[config.mk]
export PLATFORM = sky130hd
export DESIGN_NAME = utf16_to_utf8_transcoder_unit
export DESIGN_NICKNAME = d
export VERILOG_FILES = /design/src/u16u8_pkg.sv /design/src/utf16_to_utf8_transcoder_unit.sv /design/src/u16u8_front.sv /design/src/u16u8_queue.sv /design/src/u16u8_back.sv
export SDC_FILE = /design/constraint.sdc
export NUM_CORES = 1
export LEC_CHECK = 0
export ABC_AREA = 1
export BUFFER_PORTS_ARGS = -buffer_cell sky130_fd_sc_hd__buf_2
export CAP_MARGIN = 20
export CORE_UTILIZATION = 24
export CTS_CLUSTER_SIZE = 20
export DETAILED_ROUTE_END_ITERATION = 10
export GPL_TIMING_DRIVEN = 0
export PLACE_DENSITY = 0.37
export SETUP_SLACK_MARGIN = 0.1
export SLEW_MARGIN = 15
export SYNTH_ARGS = -nofsm -noshare
export SYNTH_HDL_FRONTEND = slang
export SYNTH_SLANG_ARGS = --single-unit
[constraint.sdc]
create_clock -name i_clk -period 6.7 [get_ports i_clk]
set_clock_uncertainty 0.1 [all_clocks]
set_input_delay 0.67 -clock i_clk [delete_from_list [all_inputs] [get_ports i_clk]]
set_output_delay 0.67 -clock i_clk [all_outputs]
set_load 0.02 [all_outputs]
[src/u16u8_pkg.sv]
// Shared types and constants for the UTF-16 to UTF-8 transcoder.
package u16u8_pkg;

    // Width of a Unicode code point held between the front and the back.
    localparam int CP_W = 21;

    // Default depth of the code point queue between the two halves.
    localparam int QUEUE_DEPTH_DEF = 2;

    // Upper six bits of a UTF-16 code unit that mark a surrogate half.
    localparam logic [5:0] SURR_HIGH_TAG = 6'h36;
    localparam logic [5:0] SURR_LOW_TAG  = 6'h37;

    // Offset added to a combined surrogate pair.
    localparam logic [CP_W-1:0] SUPP_PLANE_BASE = 21'h10000;

    // Status of the code point queue as seen by its neighbours.
    typedef struct packed {
        logic full;
        logic empty;
    } t_queue_status;

endpackage

[src/utf16_to_utf8_transcoder_unit.sv]
// Top level of the UTF-16 to UTF-8 transcoder.
// A code unit that completes a code point goes into the queue, then into the output
// register; surrogate highs give none. Throughput: one code unit per cycle while neither
// side stalls, set by the single-entry-per-cycle queue and output register; the queue
// lets either side stall without blocking the other at once.
// Reset (synchronous, active low) clears the pending surrogate, the queue and output valid.
module utf16_to_utf8_transcoder_unit #(
    parameter int QUEUE_DEPTH = u16u8_pkg::QUEUE_DEPTH_DEF
) (
    input  logic        i_clk,
    input  logic        i_rst_n,
    input  logic        i_in_valid,
    output logic        o_in_stall,
    input  logic [15:0] i_code_unit,
    output logic        o_out_valid,
    input  logic        i_out_stall,
    output logic [2:0]  o_byte_count,
    output logic [7:0]  o_utf8_byte0,
    output logic [7:0]  o_utf8_byte1,
    output logic [7:0]  o_utf8_byte2,
    output logic [7:0]  o_utf8_byte3
);

    logic                          push;
    logic [u16u8_pkg::CP_W-1:0]    push_cp;
    logic                          pop;
    logic [u16u8_pkg::CP_W-1:0]    head_cp;
    u16u8_pkg::t_queue_status      q_status;

    u16u8_front u_front (
        .i_clk       (i_clk),
        .i_rst_n     (i_rst_n),
        .i_in_valid  (i_in_valid),
        .o_in_stall  (o_in_stall),
        .i_code_unit (i_code_unit),
        .i_q_status  (q_status),
        .o_push      (push),
        .o_push_cp   (push_cp)
    );

    u16u8_queue #(
        .DEPTH (QUEUE_DEPTH)
    ) u_queue (
        .i_clk     (i_clk),
        .i_rst_n   (i_rst_n),
        .i_push    (push),
        .i_push_cp (push_cp),
        .i_pop     (pop),
        .o_head_cp (head_cp),
        .o_status  (q_status)
    );

    u16u8_back u_back (
        .i_clk        (i_clk),
        .i_rst_n      (i_rst_n),
        .i_head_cp    (head_cp),
        .i_q_status   (q_status),
        .o_pop        (pop),
        .o_out_valid  (o_out_valid),
        .i_out_stall  (i_out_stall),
        .o_byte_count (o_byte_count),
        .o_utf8_byte0 (o_utf8_byte0),
        .o_utf8_byte1 (o_utf8_byte1),
        .o_utf8_byte2 (o_utf8_byte2),
        .o_utf8_byte3 (o_utf8_byte3)
    );

endmodule

[src/u16u8_front.sv]
// Front end: accepts code units, pairs surrogates and pushes code points.
module u16u8_front (
    input  logic                          i_clk,
    input  logic                          i_rst_n,
    input  logic                          i_in_valid,
    output logic                          o_in_stall,
    input  logic [15:0]                   i_code_unit,
    input  u16u8_pkg::t_queue_status      i_q_status,
    output logic                          o_push,
    output logic [u16u8_pkg::CP_W-1:0]    o_push_cp
);

    logic       r_pend_valid;
    logic       n_pend_valid;
    logic [9:0] r_pend_high;
    logic [9:0] n_pend_high;
    logic       accept;
    logic       is_high;
    logic       is_low;

    // Input transfers wait only while the queue is full.
    assign o_in_stall = i_q_status.full;
    assign accept     = i_in_valid && !o_in_stall;

    // Classify the unit by its upper six bits.
    assign is_high = (i_code_unit[15:10] == u16u8_pkg::SURR_HIGH_TAG);
    assign is_low  = (i_code_unit[15:10] == u16u8_pkg::SURR_LOW_TAG);

    // A code point leaves for every unit except a high half or an unpaired low half.
    assign o_push = accept && !is_high && !(is_low && !r_pend_valid);

    // Build the code point: a paired surrogate or the unit itself.
    always_comb begin
        if (is_low) begin
            o_push_cp = u16u8_pkg::SUPP_PLANE_BASE + {1'b0, r_pend_high, i_code_unit[9:0]};
        end else begin
            o_push_cp = {5'd0, i_code_unit};
        end
    end

    // Next value of the pending high surrogate.
    always_comb begin
        n_pend_valid = r_pend_valid;
        n_pend_high  = r_pend_high;
        if (accept) begin
            priority if (is_high) begin
                n_pend_valid = 1'b1;
                n_pend_high  = i_code_unit[9:0];
            end else if (is_low && !r_pend_valid) begin
                n_pend_valid = r_pend_valid;
                n_pend_high  = r_pend_high;
            end else begin
                n_pend_valid = 1'b0;
                n_pend_high  = 10'd0;
            end
        end
    end

    always_ff @(posedge i_clk) begin
        if (!i_rst_n) begin
            r_pend_valid <= 1'b0;
            r_pend_high  <= 10'd0;
        end else begin
            r_pend_valid <= n_pend_valid;
            r_pend_high  <= n_pend_high;
        end
    end

    // An accepted high half is always pending on the next cycle.
    a_high_pends: assert property (@(posedge i_clk) disable iff (!i_rst_n)
        accept && is_high |=> r_pend_valid)
        else $error("high surrogate not held as pending");

    // A high half never produces a code point.
    a_high_no_push: assert property (@(posedge i_clk) disable iff (!i_rst_n)
        is_high |-> !o_push)
        else $error("code point pushed for a high surrogate");

endmodule

[src/u16u8_queue.sv]
// Short code point queue that decouples the front end from the encoder.
module u16u8_queue #(
    parameter int DEPTH = u16u8_pkg::QUEUE_DEPTH_DEF
) (
    input  logic                          i_clk,
    input  logic                          i_rst_n,
    input  logic                          i_push,
    input  logic [u16u8_pkg::CP_W-1:0]    i_push_cp,
    input  logic                          i_pop,
    output logic [u16u8_pkg::CP_W-1:0]    o_head_cp,
    output u16u8_pkg::t_queue_status      o_status
);

    localparam int PTR_W = $clog2(DEPTH);
    localparam int CNT_W = $clog2(DEPTH + 1);

    logic [u16u8_pkg::CP_W-1:0] r_mem [DEPTH];
    logic [PTR_W-1:0]           r_wr_ptr;
    logic [PTR_W-1:0]           n_wr_ptr;
    logic [PTR_W-1:0]           r_rd_ptr;
    logic [PTR_W-1:0]           n_rd_ptr;
    logic [CNT_W-1:0]           r_count;
    logic [CNT_W-1:0]           n_count;

    assign o_status.full  = (r_count == CNT_W'(DEPTH));
    assign o_status.empty = (r_count == '0);
    assign o_head_cp      = r_mem[r_rd_ptr];

    // Pointer and fill count updates.
    always_comb begin
        n_wr_ptr = r_wr_ptr;
        n_rd_ptr = r_rd_ptr;
        n_count  = r_count;
        if (i_push) begin
            n_wr_ptr = (r_wr_ptr == PTR_W'(DEPTH - 1)) ? '0 : r_wr_ptr + 1'b1;
        end
        if (i_pop) begin
            n_rd_ptr = (r_rd_ptr == PTR_W'(DEPTH - 1)) ? '0 : r_rd_ptr + 1'b1;
        end
        unique case ({i_push, i_pop})
            2'b10:   n_count = r_count + 1'b1;
            2'b01:   n_count = r_count - 1'b1;
            default: n_count = r_count;
        endcase
    end

    always_ff @(posedge i_clk) begin
        if (!i_rst_n) begin
            r_wr_ptr <= '0;
            r_rd_ptr <= '0;
            r_count  <= '0;
        end else begin
            r_wr_ptr <= n_wr_ptr;
            r_rd_ptr <= n_rd_ptr;
            r_count  <= n_count;
        end
    end

    // Storage needs no reset; entries are only read after being written.
    always_ff @(posedge i_clk) begin
        if (i_push) begin
            r_mem[r_wr_ptr] <= i_push_cp;
        end
    end

    a_no_overflow: assert property (@(posedge i_clk) disable iff (!i_rst_n)
        o_status.full |-> !i_push)
        else $error("push into a full queue");

    a_no_underflow: assert property (@(posedge i_clk) disable iff (!i_rst_n)
        o_status.empty |-> !i_pop)
        else $error("pop from an empty queue");

endmodule

[src/u16u8_back.sv]
// Back end: encodes queued code points into UTF-8 and holds the result.
module u16u8_back (
    input  logic                          i_clk,
    input  logic                          i_rst_n,
    input  logic [u16u8_pkg::CP_W-1:0]    i_head_cp,
    input  u16u8_pkg::t_queue_status      i_q_status,
    output logic                          o_pop,
    output logic                          o_out_valid,
    input  logic                          i_out_stall,
    output logic [2:0]                    o_byte_count,
    output logic [7:0]                    o_utf8_byte0,
    output logic [7:0]                    o_utf8_byte1,
    output logic [7:0]                    o_utf8_byte2,
    output logic [7:0]                    o_utf8_byte3
);

    logic       r_valid;
    logic       n_valid;
    logic [2:0] r_count;
    logic [7:0] r_b0;
    logic [7:0] r_b1;
    logic [7:0] r_b2;
    logic [7:0] r_b3;
    logic [2:0] enc_count;
    logic [7:0] enc_b0;
    logic [7:0] enc_b1;
    logic [7:0] enc_b2;
    logic [7:0] enc_b3;
    logic       out_free;

    // The output register takes a new result when empty or being drained.
    assign out_free = !r_valid || !i_out_stall;
    assign o_pop    = out_free && !i_q_status.empty;

    // Standard UTF-8 encoding by code point range.
    always_comb begin
        enc_b1 = 8'd0;
        enc_b2 = 8'd0;
        enc_b3 = 8'd0;
        priority if (i_head_cp < 21'h80) begin
            enc_count = 3'd1;
            enc_b0    = {1'b0, i_head_cp[6:0]};
        end else if (i_head_cp < 21'h800) begin
            enc_count = 3'd2;
            enc_b0    = {3'b110, i_head_cp[10:6]};
            enc_b1    = {2'b10, i_head_cp[5:0]};
        end else if (i_head_cp < 21'h10000) begin
            enc_count = 3'd3;
            enc_b0    = {4'b1110, i_head_cp[15:12]};
            enc_b1    = {2'b10, i_head_cp[11:6]};
            enc_b2    = {2'b10, i_head_cp[5:0]};
        end else begin
            enc_count = 3'd4;
            enc_b0    = {5'b11110, i_head_cp[20:18]};
            enc_b1    = {2'b10, i_head_cp[17:12]};
            enc_b2    = {2'b10, i_head_cp[11:6]};
            enc_b3    = {2'b10, i_head_cp[5:0]};
        end
    end

    // Output valid follows pops and completed transfers.
    always_comb begin
        n_valid = r_valid;
        if (out_free) begin
            n_valid = o_pop;
        end
    end

    always_ff @(posedge i_clk) begin
        if (!i_rst_n) begin
            r_valid <= 1'b0;
        end else begin
            r_valid <= n_valid;
        end
    end

    // Result payload loads on each pop.
    always_ff @(posedge i_clk) begin
        if (o_pop) begin
            r_count <= enc_count;
            r_b0    <= enc_b0;
            r_b1    <= enc_b1;
            r_b2    <= enc_b2;
            r_b3    <= enc_b3;
        end
    end

    assign o_out_valid  = r_valid;
    assign o_byte_count = r_count;
    assign o_utf8_byte0 = r_b0;
    assign o_utf8_byte1 = r_b1;
    assign o_utf8_byte2 = r_b2;
    assign o_utf8_byte3 = r_b3;

    a_count_range: assert property (@(posedge i_clk) disable iff (!i_rst_n)
        r_valid |-> (r_count == 3'd1 || r_count == 3'd2 || r_count == 3'd3
                     || r_count == 3'd4))
        else $error("byte count out of range");

    a_single_byte_clean: assert property (@(posedge i_clk) disable iff (!i_rst_n)
        r_valid && r_count == 3'd1 |-> r_b1 == 8'd0 && r_b0[7] == 1'b0)
        else $error("single byte result malformed");

endmodule

# Yosys cells after proc, flatten, opt, wreduce, memory -nomap -nowiden
# Memories as Yosys holds them, arrays and structs flattened. A register that Yosys moved wholly into a read port is not among the register bits.
# Index checks and enable logic that the tools add are counted.
[totals] ff_bits=51 ram_bits=42 input_bits=20 out_inout_bits=37 n_memories=1
[mem_list] name="u_queue.r_mem" words=2 word_bits=21 read_ports=1 rd_ports_with_merged_regs=1 write_ports=1 line_no="u16u8_queue.sv:17" text="logic [u16u8_pkg::CP_W-1:0] r_mem [DEPTH];"
[op_classes] addsub=5 magnitude_cmp=3 eq_ne=6 muxes=21 reduce_logical=18
[ops] op="$add 17x20->21 const A" count=1
[ops] op="$lt 21x12->1 const B" count=1
[ops] op="$lt 21x17->1 const B" count=1
[ops] op="$lt 21x8->1 const B" count=1
[ops] op="$mux 21" count=1
[ops] op="$mux 10" count=2
[ops] op="$mux 6" count=3
[ops] op="$mux 8" count=2
[ops] op="$eq 6x6->1 const B" count=2
[ops] op="$mux 1" count=8
[ops] op="$logic_not 1->1" count=7
[ops] op="$mux 7" count=1
[ops] op="$logic_and 1x1->1" count=5
[ops] op="$mux 5" count=1
[ops] op="$eq 2x2->1 const B" count=2
[ops] op="$pmux 2 s2" count=1
[ops] op="$mux 3" count=1
[ops] op="$reduce_or 3->1" count=1
[ops] op="$add 1x1->1 const B" count=2
[ops] op="$add 2x1->2 const B" count=1
[ops] op="$eq 2x1->1 const B" count=1
[ops] op="$logic_not 2->1" count=1
[ops] op="$mux 2" count=1
[ops] op="$ne 2x1->1 const B" count=1
[ops] op="other kinds (5)" count=5

# Longest topological paths before layout
# Gate-level depths: netlist of the first run.
[depth] word_depth=7 mapped_depth=13

# Modules after synthesis
# From an unflattened synthesis of the first run, not the netlist that was laid out.
[hier_totals] hier_cells=377 hier_area_um2=4172.8
[by_module_without_submodules] mod="u16u8_queue" instances=1 cells_per_inst=100 area_per_inst_um2=1821.7 seq_area_each_um2=1361.3
[by_module_without_submodules] mod="u16u8_back" instances=1 cells_per_inst=150 area_per_inst_um2=1542.7 seq_area_each_um2=920.9
[by_module_without_submodules] mod="u16u8_front" instances=1 cells_per_inst=127 area_per_inst_um2=808.3 seq_area_each_um2=220.2

# Worst setup path before layout of the first run
# OpenSTA, ideal clock, no wires.
[synth_path] path_kind="input -> register" from="in i_code_unit[15]" to="mem u_queue.r_mem[1][0] (netlist bit), enable pin" arrival_ns=2.218 t_required_ns=6.201 path_slack_ns=3.983 stages=7 n_path_buf=0 cell_sequence="nand3_1 nor2_1 inv_2 nor2_1 nor2_1 nand2_1 nor2_1"
[synth_via] elab_chain_len=6 word_cells_on_any_way=9 classes_between="eq/ne: 2; mux: 2; reduce/logical: 5"
[synth_rtl] item="start, declared" line_no="utf16_to_utf8_transcoder_unit.sv:14" text="input logic [15:0] i_code_unit,"
[synth_rtl] item="$eq 6x6->1 (on tied branches)" line_no="u16u8_front.sv:26, u16u8_front.sv:27"
[synth_rtl] item="$logic_not 1->1 / $logic_and 1x1->1 (equally long branches)" line_no="u16u8_front.sv:30" text="assign o_push = accept && !is_high && !(is_low && !r_pend_valid);"
[synth_rtl] item="$logic_and 1x1->1 / $logic_not 1->1 (equally long branches)" line_no="u16u8_front.sv:30"
[synth_rtl] item="$logic_and 1x1->1 *" line_no="u16u8_front.sv:30"
[synth_rtl] item="$mux 1 *" line_no="u16u8_queue.sv:61" text="if (i_push) begin"
[synth_rtl] item="$mux 1 (not written as such) *" line_no="u16u8_queue.sv:62" text="r_mem[r_wr_ptr] <= i_push_cp;"
[synth_rtl] item="end, declared" line_no="u16u8_queue.sv:17"
# Mark *: on every way between the ends. The rest lies on a longest branch, timed or not.

# Worst setup path after layout of the first run
# Same ends and word-level chain as after synthesis.

==> out/summary.txt, run 1 <==
Outcome - completed
CTS tree - done
IO Port Bufs - 53
Layout cell share with drive strength beyond 1 - 0.227
Clock sinks - 89
Max Fclk - 418 MHz
ANT cells - 0
DRT Pass-1 Iters - 4
Core area - 15900 um^2
Post-DP HPWL - 6790 um
Post-synthesis sequential area ratio - 0.639
Cell mode on critical path - nor2_1
Via count - 2729
Antenna violations before repair - 0
Worst path max stage delay - 590 ps
Vias per std cell - 4.00
Crit path kind - input pin to flip-flop
CTS buffer count - 9
Fin nets - 483
Detail Route Antenna Nets - 0
Hold Path Class - flip-flop to flip-flop
Yosys warns - 0
Initial core utilization - 0.247
Area occupied by multi-input gates - 1170 um^2
Max FO, Critical Path - 21
Final Cycle Share - 0.357
Chip width - 130 um
Data arrival time of the worst path - 2260 ps
DIE AREA - 16800 um^2
Max Transition Viols Final - 0
Synth Instances - 395
Synth top cells by count - 140 x nand2_1, 72 x edfxtp_1, 33 x inv_1
CP endpoint kind - flip-flop
# rows - 46
Post-CTS resize count - 0
Total Neg Setup Slack - 0 ps
Fin. Hold Viols - 0
Async S/R FF share, synth - 0
Wire per inst - 13.5 um
Reg area - 2500 um^2
GPL Wtd Cong - 0.810
Crit path time final - 2390 ps
Starting DRT DRC Count - 166
Yosys top cell area share - 0.552
Congestion Overflow GR - 0
Maximum ir drop on the vdd rail - 0.000246 V
EDFF count, synth - 72
Crit path required time - 6570 ps
Leakage power - 1.95 nW
Maxcap violations - 0
Root buf cell - clkbuf_16
Clock insertion delay at the later pin of the skew report - 340 ps
Netlist cell types - 30
Worst path cell trace - buf_2 -> nand3_1 -> nor2_1 -> inv_2 -> nor2_1 -> nor2_1 -> nand2_1 -> nor2_4
Residual DRC count - 0
Chip Height - 130 um
#FFs+latches synth - 89
Cell area power density - 431 nW/um^2
Top cell type by total area after synthesis - edfxtp_1
Synth area leaders - edfxtp_1 55%, nand2_1 13%, dfxtp_1 8.7%, inv_1 3.2%, a21oi_1 3.1%
Synth-to-Final Area Change - 22.4%
Post-Route WL - 9240 um
Pin count of the biggest net entering global routing - 35
Cell with the most instances after synthesis - nand2_1
CTS max path bufs - 2
RSZ-0062 raised after global routing - no
CTS H-Tree Depth - 3
CP startpoint kind - input pin
First-pass GRT wire length - 14000 um
Prevailing post-synth register cell - edfxtp_1
Total power draw - 2.06 mW
Tot GR Track Use - 0.115
Synthesized area per cell - 9.91 um^2
Worst path slowest cell - nor2_4
Fillers - 1695
Synthesized cell area - 3920 um^2
Clk pin slew, worst setup/hold paths - 60 ps
Final setup vio count - 0
Postcts setup bufs - 0
# hold bufs at CTS - 0
Number of global-route vias before repair - 2562
Ports - 57
Slew Limit Headroom - 0.486
Worst Max-Slew Pin Slew - 770 ps
-- cell usage in the layout, fill, tap and decap left out, types with 3 or more instances in the layout --
cell type / Yosys / layout
nand3_1: 24 / 24
nor2_4: 3 / 5
a21oi_1: 24 / 24
inv_2: 5 / 6
dfxtp_1: 17 / 17
buf_4: 9 / 9
clkbuf_16: 0 / 9
conb_1: 1 / 3
nand2_1: 140 / 140
nor2_1: 24 / 22
inv_1: 33 / 32
o21ai_0: 10 / 10
buf_2: 2 / 55
buf_6: 3 / 3
nand2_2: 6 / 6
edfxtp_1: 72 / 72
-- layer usage --
layer,vias to the layer above,track usage,routed length [um]
met3,7,0.0435,578
met5,-,0,0
li1,1422,-,-
met2,71,0.192,4420
met1,1229,0.140,4150
met4,0,0.0301,87
-- worst max-delay path: cells and delay by family --
kind | cells | cell delay, ps
buffers and inverters | 2 | 290
and+or+nand+nor | 6 | 1310
-- final cells by class --
cell class | count | area share
Tap cell | 216 | 0.0564
Sequential cell | 89 | 0.522
Clock inverter | 7 | 0.0196
Buffer | 16 | 0.0248
Inverter | 38 | 0.0298
Clock buffer | 9 | 0.0470
Timing Repair Buffer | 53 | 0.0553
Multi-Input combinational cell | 254 | 0.245
-- state kept, by name, summed over array words and instances (netlist names), named ones only --
| name | cells |
|---|---|
| u_back.o_utf8_byte3 | 6 |
| u_back.o_utf8_byte1 | 7 |
| u_front.r_pend_valid | 1 |
| u_queue.r_mem | 42 |
| u_queue.r_wr_ptr | 1 |
| u_queue.r_rd_ptr | 1 |
| u_back.o_byte_count | 3 |
| u_back.o_utf8_byte0 | 7 |
| u_back.o_utf8_byte2 | 7 |
| u_back.o_out_valid | 1 |
| u_queue.r_count | 2 |
| u_front.r_pend_high | 10 |
-- final timing paths --
path	slack [ps]	cells past startpoint	to	startpoint
worst max-delay path	4310	8	u_queue.r_mem[1][0]	i_code_unit[15]
worst min-delay path	350	1	u_queue.r_rd_ptr	u_queue.r_rd_ptr
worst max register to register	4540	8	u_queue.r_count[1]	u_queue.r_count[0]
worst min register to register	350	1	u_queue.r_rd_ptr	u_queue.r_rd_ptr
-- power breakdown --
group | internal [mW] | switching (mW) | total, mW | leakage, nW
combinational | 0.196 | 0.509 | 0.705 | 0.987
clock | 0.327 | 0.213 | 0.540 | 0.153
sequential | 0.781 | 0.0369 | 0.818 | 0.806
total | 1.30 | 0.759 | 2.06 | 1.95
-- cell families (layout without fill, tap and decap cells) --
family,after synthesis,after routing,share of synthesized area
AOI/OAI and AO/OA,43,43,0.0617
buffers and inverters,54,123,0.0668
and+or+nand+nor,205,205,0.223
adders and majority gates,2,2,0.00639
other,1,3,0.000958
DFF,89,89,0.639
xor gates and xnor gates,1,1,0.00224
-- metrics by stage --
| step | std cells | area [um^2] | utilization | hold slack, ps | worst slack, ps |
|---|---|---|---|---|---|
| after floorplan | 397 | 3920 | - | 325 | 3980 |
| after CTS | 682 | 4790 | 0.302 | 353 | 4260 |
| final | 682 | 4790 | 0.302 | 350 | 4310 |
| after global routing | 682 | 4790 | 0.302 | 384 | 4090 |
| after detailed placement | 666 | 4470 | 0.282 | 345 | 3890 |
| after global placement | 666 | 4460 | 0.281 | 340 | 2940 |
Note: power is estimated with default switching activity, not from simulation.
==> run 2: changes to the inputs <==
- clock period: 6.7 -> 2.23 ns (I/O delays scaled with it)
==> run 2 against run 1 <==
Compared with the run above:
- setup slack lost 4100 ps
- critical endpoint is now u_back.o_utf8_byte0[2]
- via count rose by 1.1%
- sequential share of layout area down 0.99 points
- register-to-register slack got worse by 4300 ps
- highest routed layer unchanged
==> out/summary.txt, run 2 (synthesized netlist as in run 1, its figures left out) <==
GPL Wtd Cong - 0.808
Max reg flops - 42
Final setup vio count - 0
Maximum ir drop on the vdd rail - 0.000760 V
CTS max path bufs - 2
Largest register by flop count - u_queue.r_mem
Wire per inst - 13.7 um
Outcome - completed
Vias per std cell - 4.00
Data arrival time of the worst path - 1970 ps
Leakage power - 1.98 nW
Tot GR Track Use - 0.118
Hold path depth - 1
Max FO, Critical Path - 10
Max Fclk - 504 MHz
Fin. Hold Viols - 0
Chip width - 130 um
Fin nets - 491
Layout cell share with drive strength beyond 1 - 0.234
RSZ-0062 raised after global routing - no
Congestion Overflow GR - 0
Pin count of the biggest net entering global routing - 35
Hold Path Class - input pin to flip-flop
Largest regs - u_queue.r_mem: 42 flops, u_front.r_pend_high: 10 flops
Most frequent cells in the layout - 139 x nand2_1, 72 x edfxtp_1, 55 x buf_2
CTS buffer count - 9
Commonest non-fill, non-tap cell in the layout - nand2_1
CP endpoint kind - flip-flop
Cell area power density - 1280 nW/um^2
Crit path time final - 1990 ps
Detail Route Antenna Nets - 0
Starting DRT DRC Count - 146
Reg2reg path depth - 9
Cell mode on critical path - buf_4
Total Neg Setup Slack - 0 ps
Hold WS - 15.5 ps
DRT Pass-1 Iters - 5
Clk pin slew, worst setup/hold paths - 70 ps
Chip Height - 130 um
Synth-to-Final Area Change - 24.8%
Core area - 15900 um^2
Clock insertion delay at the later pin of the skew report - 340 ps
Antenna violations before repair - 0
Via count - 2758
Ports - 57
CTS H-Tree Depth - 3
Root buf cell - clkbuf_16
First-pass GRT wire length - 14400 um
Worst path max stage delay - 380 ps
IO Port Bufs - 53
# rows - 46
Crit path required time - 2220 ps
Crit path kind - flip-flop to flip-flop
Final Cycle Share - 0.890
Maxcap violations - 0
Number of global-route vias before repair - 2620
Fillers - 1710
Worst path slowest cell - dfxtp_1
Clock sinks - 89
ANT cells - 0
Initial core utilization - 0.247
CTS tree - done
Final Util - 0.308
Worst path cell trace - buf_4 -> nand2_1 -> o21ai_1 -> nor2_1 -> nand3_2 -> inv_2 -> buf_4 -> a21oi_1 -> nand3_1
DIE AREA - 16800 um^2
Max Transition Viols Final - 0
Post-Route WL - 9480 um
Residual DRC count - 0
Post-DP HPWL - 6760 um
CP startpoint kind - flip-flop
## run 2: cell types whose count changed in the layout (fill, tap and decap cells not counted), sizes merged
| cell | before | now |
|---|---|---|
| dlygate4sd3 | 0 | 5 |
| nor2 | 28 | 30 |
| buf | 67 | 68 |
## run 2: final timing paths
kind,from,end,slack (ps)
hold / removal,i_code_unit[1],u_queue.r_mem[0][1],20
hold reg to reg,u_queue.r_rd_ptr,u_queue.r_rd_ptr,350
setup reg to reg,flip-flop,u_back.o_utf8_byte0[2],240
setup / recovery,flip-flop,u_back.o_utf8_byte0[2],240
## run 2: final cells by class
type,count,area (um^2),area share
Timing Repair Buffer,59,323,0.0661
Sequential cell,89,2500,0.512
Inverter,38,145,0.0297
Multi-Input combinational cell,256,1210,0.247
Tap cell,216,270,0.0553
Clock buffer,9,225,0.0461
Clock inverter,7,93.8,0.0192
Buffer,16,119,0.0243
## run 2: timing repair
action / 4_1_cts / 5_1_grt
setup buffers: 0 / 1
hold endpoints to repair: 10 / 0
hold buffers: 5 / 0
resized for setup: 1 / 7
pin swaps: 0 / 3
gates cloned: 0 / 2
endpoints found under the setup margin: 43 / 44
## run 2: report_power, final
| part | switching [mW] | internal (mW) |
|---|---|---|
| clock network | 0.644 | 0.981 |
| logic | 1.56 | 0.612 |
| registers | 0.118 | 2.34 |
## run 2: worst max-delay path, delay by kind of cell (launching register included)
family | cells | cell delay, ps
compound gates | 2 | 320
buf+inv | 3 | 470
flops | 1 | 380
simple gates | 4 | 450
## run 2: through the flow
stage	area, um^2	total power, mW	cells	setup slack (ps)
floorplan	3920	3.96	397	-43.8
global placement	4460	4.66	666	-1090
detailed placement	4470	4.68	666	-128
CTS	4850	6.33	687	35.3
global route	4890	6.67	690	100
finish	4890	6.26	690	245
## run 2: metal layers
| layer | vias up | track usage | wire, um |
|---|---|---|---|
| li1 | 1440 | - | - |
| met1 | 1242 | 0.145 | 4570 |
| met2 | 65 | 0.196 | 4370 |
| met3 | 11 | 0.0406 | 439 |
| met4 | 0 | 0.0349 | 103 |
| met5 | - | 0 | 0 |
==> run 3: changes to the inputs <==
- CORE_ASPECT_RATIO: default -> 1.4
==> run 3 against run 2 <==
Compared with the run above:
- clock-buffer cell count increased by 2
- utilization is 0.27 points higher
- critical path depth down 1
- sequential power about the same
- critical path type unchanged
- critical endpoint is now u_back.o_utf8_byte1[1]
- largest cell class unchanged
==> out/summary.txt, run 3 (synthesized netlist as in run 1, its figures left out) <==
Tot GR Track Use - 0.120
Synth-to-Final Area Change - 24.7%
Maximum ir drop on the vdd rail - 0.000803 V
Area occupied by multi-input gates - 1170 um^2
Outcome - completed
Reg area - 2500 um^2
Final Cycle Share - 0.892
Number of global-route vias before repair - 2789
CTS max path bufs - 2
Data arrival time of the worst path - 1970 ps
RSZ-0062 raised after global routing - yes
CTS H-Tree Depth - 3
Switch share - 0.373
P_sw - 2.28 mW
Post-DP HPWL - 7030 um
Crit path required time - 2210 ps
Worst hold start - i_code_unit[4]
Ports - 57
Antenna violations before repair - 0
Wire per inst - 13.7 um
Hold WS - 24.1 ps
Maxcap violations - 0
Crit path kind - flip-flop to flip-flop
Final setup vio count - 0
ANT cells - 0
Root buf cell - clkbuf_16
Worst path max stage delay - 330 ps
Fillers - 1654
Crit path time final - 1990 ps
Core area - 15700 um^2
Largest register by flop count - u_queue.r_mem
FF-to-FF setup slack - 240 ps
First-pass GRT wire length - 14800 um
Chip Height - 153 um
Largest regs - u_queue.r_mem: 42 flops, u_front.r_pend_high: 10 flops
Clk pin slew, worst setup/hold paths - 60 ps
Comb pwr share - 0.355
Post-Route WL - 9290 um
Buf/Inv on CP - 3
Initial core utilization - 0.249
Reg power frac - 0.401
Final setup margin - 241 ps
Final instance area - 4880 um^2
GPL Wtd Cong - 0.808
Worst path cell trace - buf_4 -> o21ai_2 -> nand3_1 -> inv_2 -> nand3_4 -> nor2_4 -> buf_6 -> a21oi_1
Hold Path End - u_queue.r_mem[1][4]
Leakage power - 1.99 nW
Max Transition Viols Final - 0
DRT Pass-1 Iters - 4
Final Non-Filler Cells - 676
Residual DRC count - 0
Most frequent cells in the layout - 140 x nand2_1, 72 x edfxtp_1, 55 x buf_2
Clock insertion delay at the later pin of the skew report - 340 ps
FF-to-FF End - u_back.o_utf8_byte1[1]
Layout cell share with drive strength beyond 1 - 0.229
Pin count of the biggest net entering global routing - 35
Congestion Overflow GR - 0
Commonest non-fill, non-tap cell in the layout - nand2_1
Via count - 2839
Reg2reg path depth - 8
CTS tree - done
Fin. Hold Viols - 0
Hold Path Class - input pin to flip-flop
Max reg flops - 42
Max Fclk - 503 MHz
CTS buffer count - 9
CP startpoint kind - flip-flop
Cell area power density - 1250 nW/um^2
Placed instance area - 4470 um^2
Clock power frac - 0.244
Fin nets - 497
CP endpoint kind - flip-flop
Delay-heaviest family, CP - buffers and inverters
Clock sinks - 89
Max FO, Critical Path - 10
# rows - 54
Worst path slowest cell - dfxtp_1
IO Port Bufs - 53
Internal - 3.84 mW
Starting DRT DRC Count - 103
Vias per std cell - 4.20
Hold path depth - 1
Post-placement worst setup slack - -247 ps
Detail Route Antenna Nets - 0
Inst Count DP - 648
DIE AREA - 16800 um^2
Chip width - 110 um
## run 3: cell count changes in the layout (fill, tap and decap cells not counted), sizes merged
cell	delta
buf	+4
dlygate4sd3	+4
bufinv	-1
clkbuf	+2
nor2	-2
clkinv	-1
inv	-1
clkinvlp	+1
## run 3: power groups by stage
stage	clock [mW]	sequential, mW	combinational, mW
after floorplan	0	2.82	1.14
after global placement	0	2.52	2.14
after detailed placement	0	2.51	2.18
after CTS	1.55	2.47	2.21
after global routing	1.60	2.51	2.45
final	1.49	2.46	2.17
## run 3: layout make-up
type	count	share of cell area
flip-flops and latches	89	0.512
clock inverters	5	0.0113
well taps	196	0.0502
repair buffers	67	0.0827
plain buffers	16	0.0243
clock buffers	11	0.0476
inverters	38	0.0310
multi-input cells	254	0.241
## run 3: how the worst max path moves through the flow
stage	from	to	slack, ps	depth (start not counted)
3_3_place_gp	i_code_unit[15]	u_queue.r_mem[0][17]	-950	8
2_1_floorplan	u_queue.r_count[0]	u_queue.r_mem[1][0]	-40	4
3_5_place_dp	i_code_unit[15]	u_queue.r_mem[1][17]	-250	9
5_1_grt	u_queue.r_count[0]	u_queue.r_count[1]	100	9
6_report	flip-flop	u_back.o_utf8_byte1[1]	240	8
4_1_cts	u_queue.r_count[0]	u_queue.r_mem[0][10]	140	5
## run 3: per-stage QoR
| stage | setup TNS, ps | util | total power, mW |
|---|---|---|---|
| global route | 0 | 0.310 | 6.56 |
| global placement | -40620 | 0.282 | 4.66 |
| detailed placement | -4590 | 0.284 | 4.69 |
| CTS | 0 | 0.309 | 6.23 |
| finish | 0 | 0.310 | 6.13 |
| floorplan | -1840 | - | 3.96 |
## run 3: per-layer routing
metal	share of wire	GRT usage	wire length, um	vias to the layer above
met5	0	0	0	-
met4	0.034	0.0762	317	0
met3	0.043	0.0217	396	15
met2	0.52	0.204	4800	67
met1	0.41	0.136	3780	1291
li1	-	-	-	1466
## run 3: timing repair
action                                 4_1_cts  5_1_grt
endpoints found under the hold margin       17        0
hold buffers                                 9        0
gates resized for setup                      3        4
setup buffers                                2        1
pin swaps                                    1        1
setup endpoints to repair                   34       14
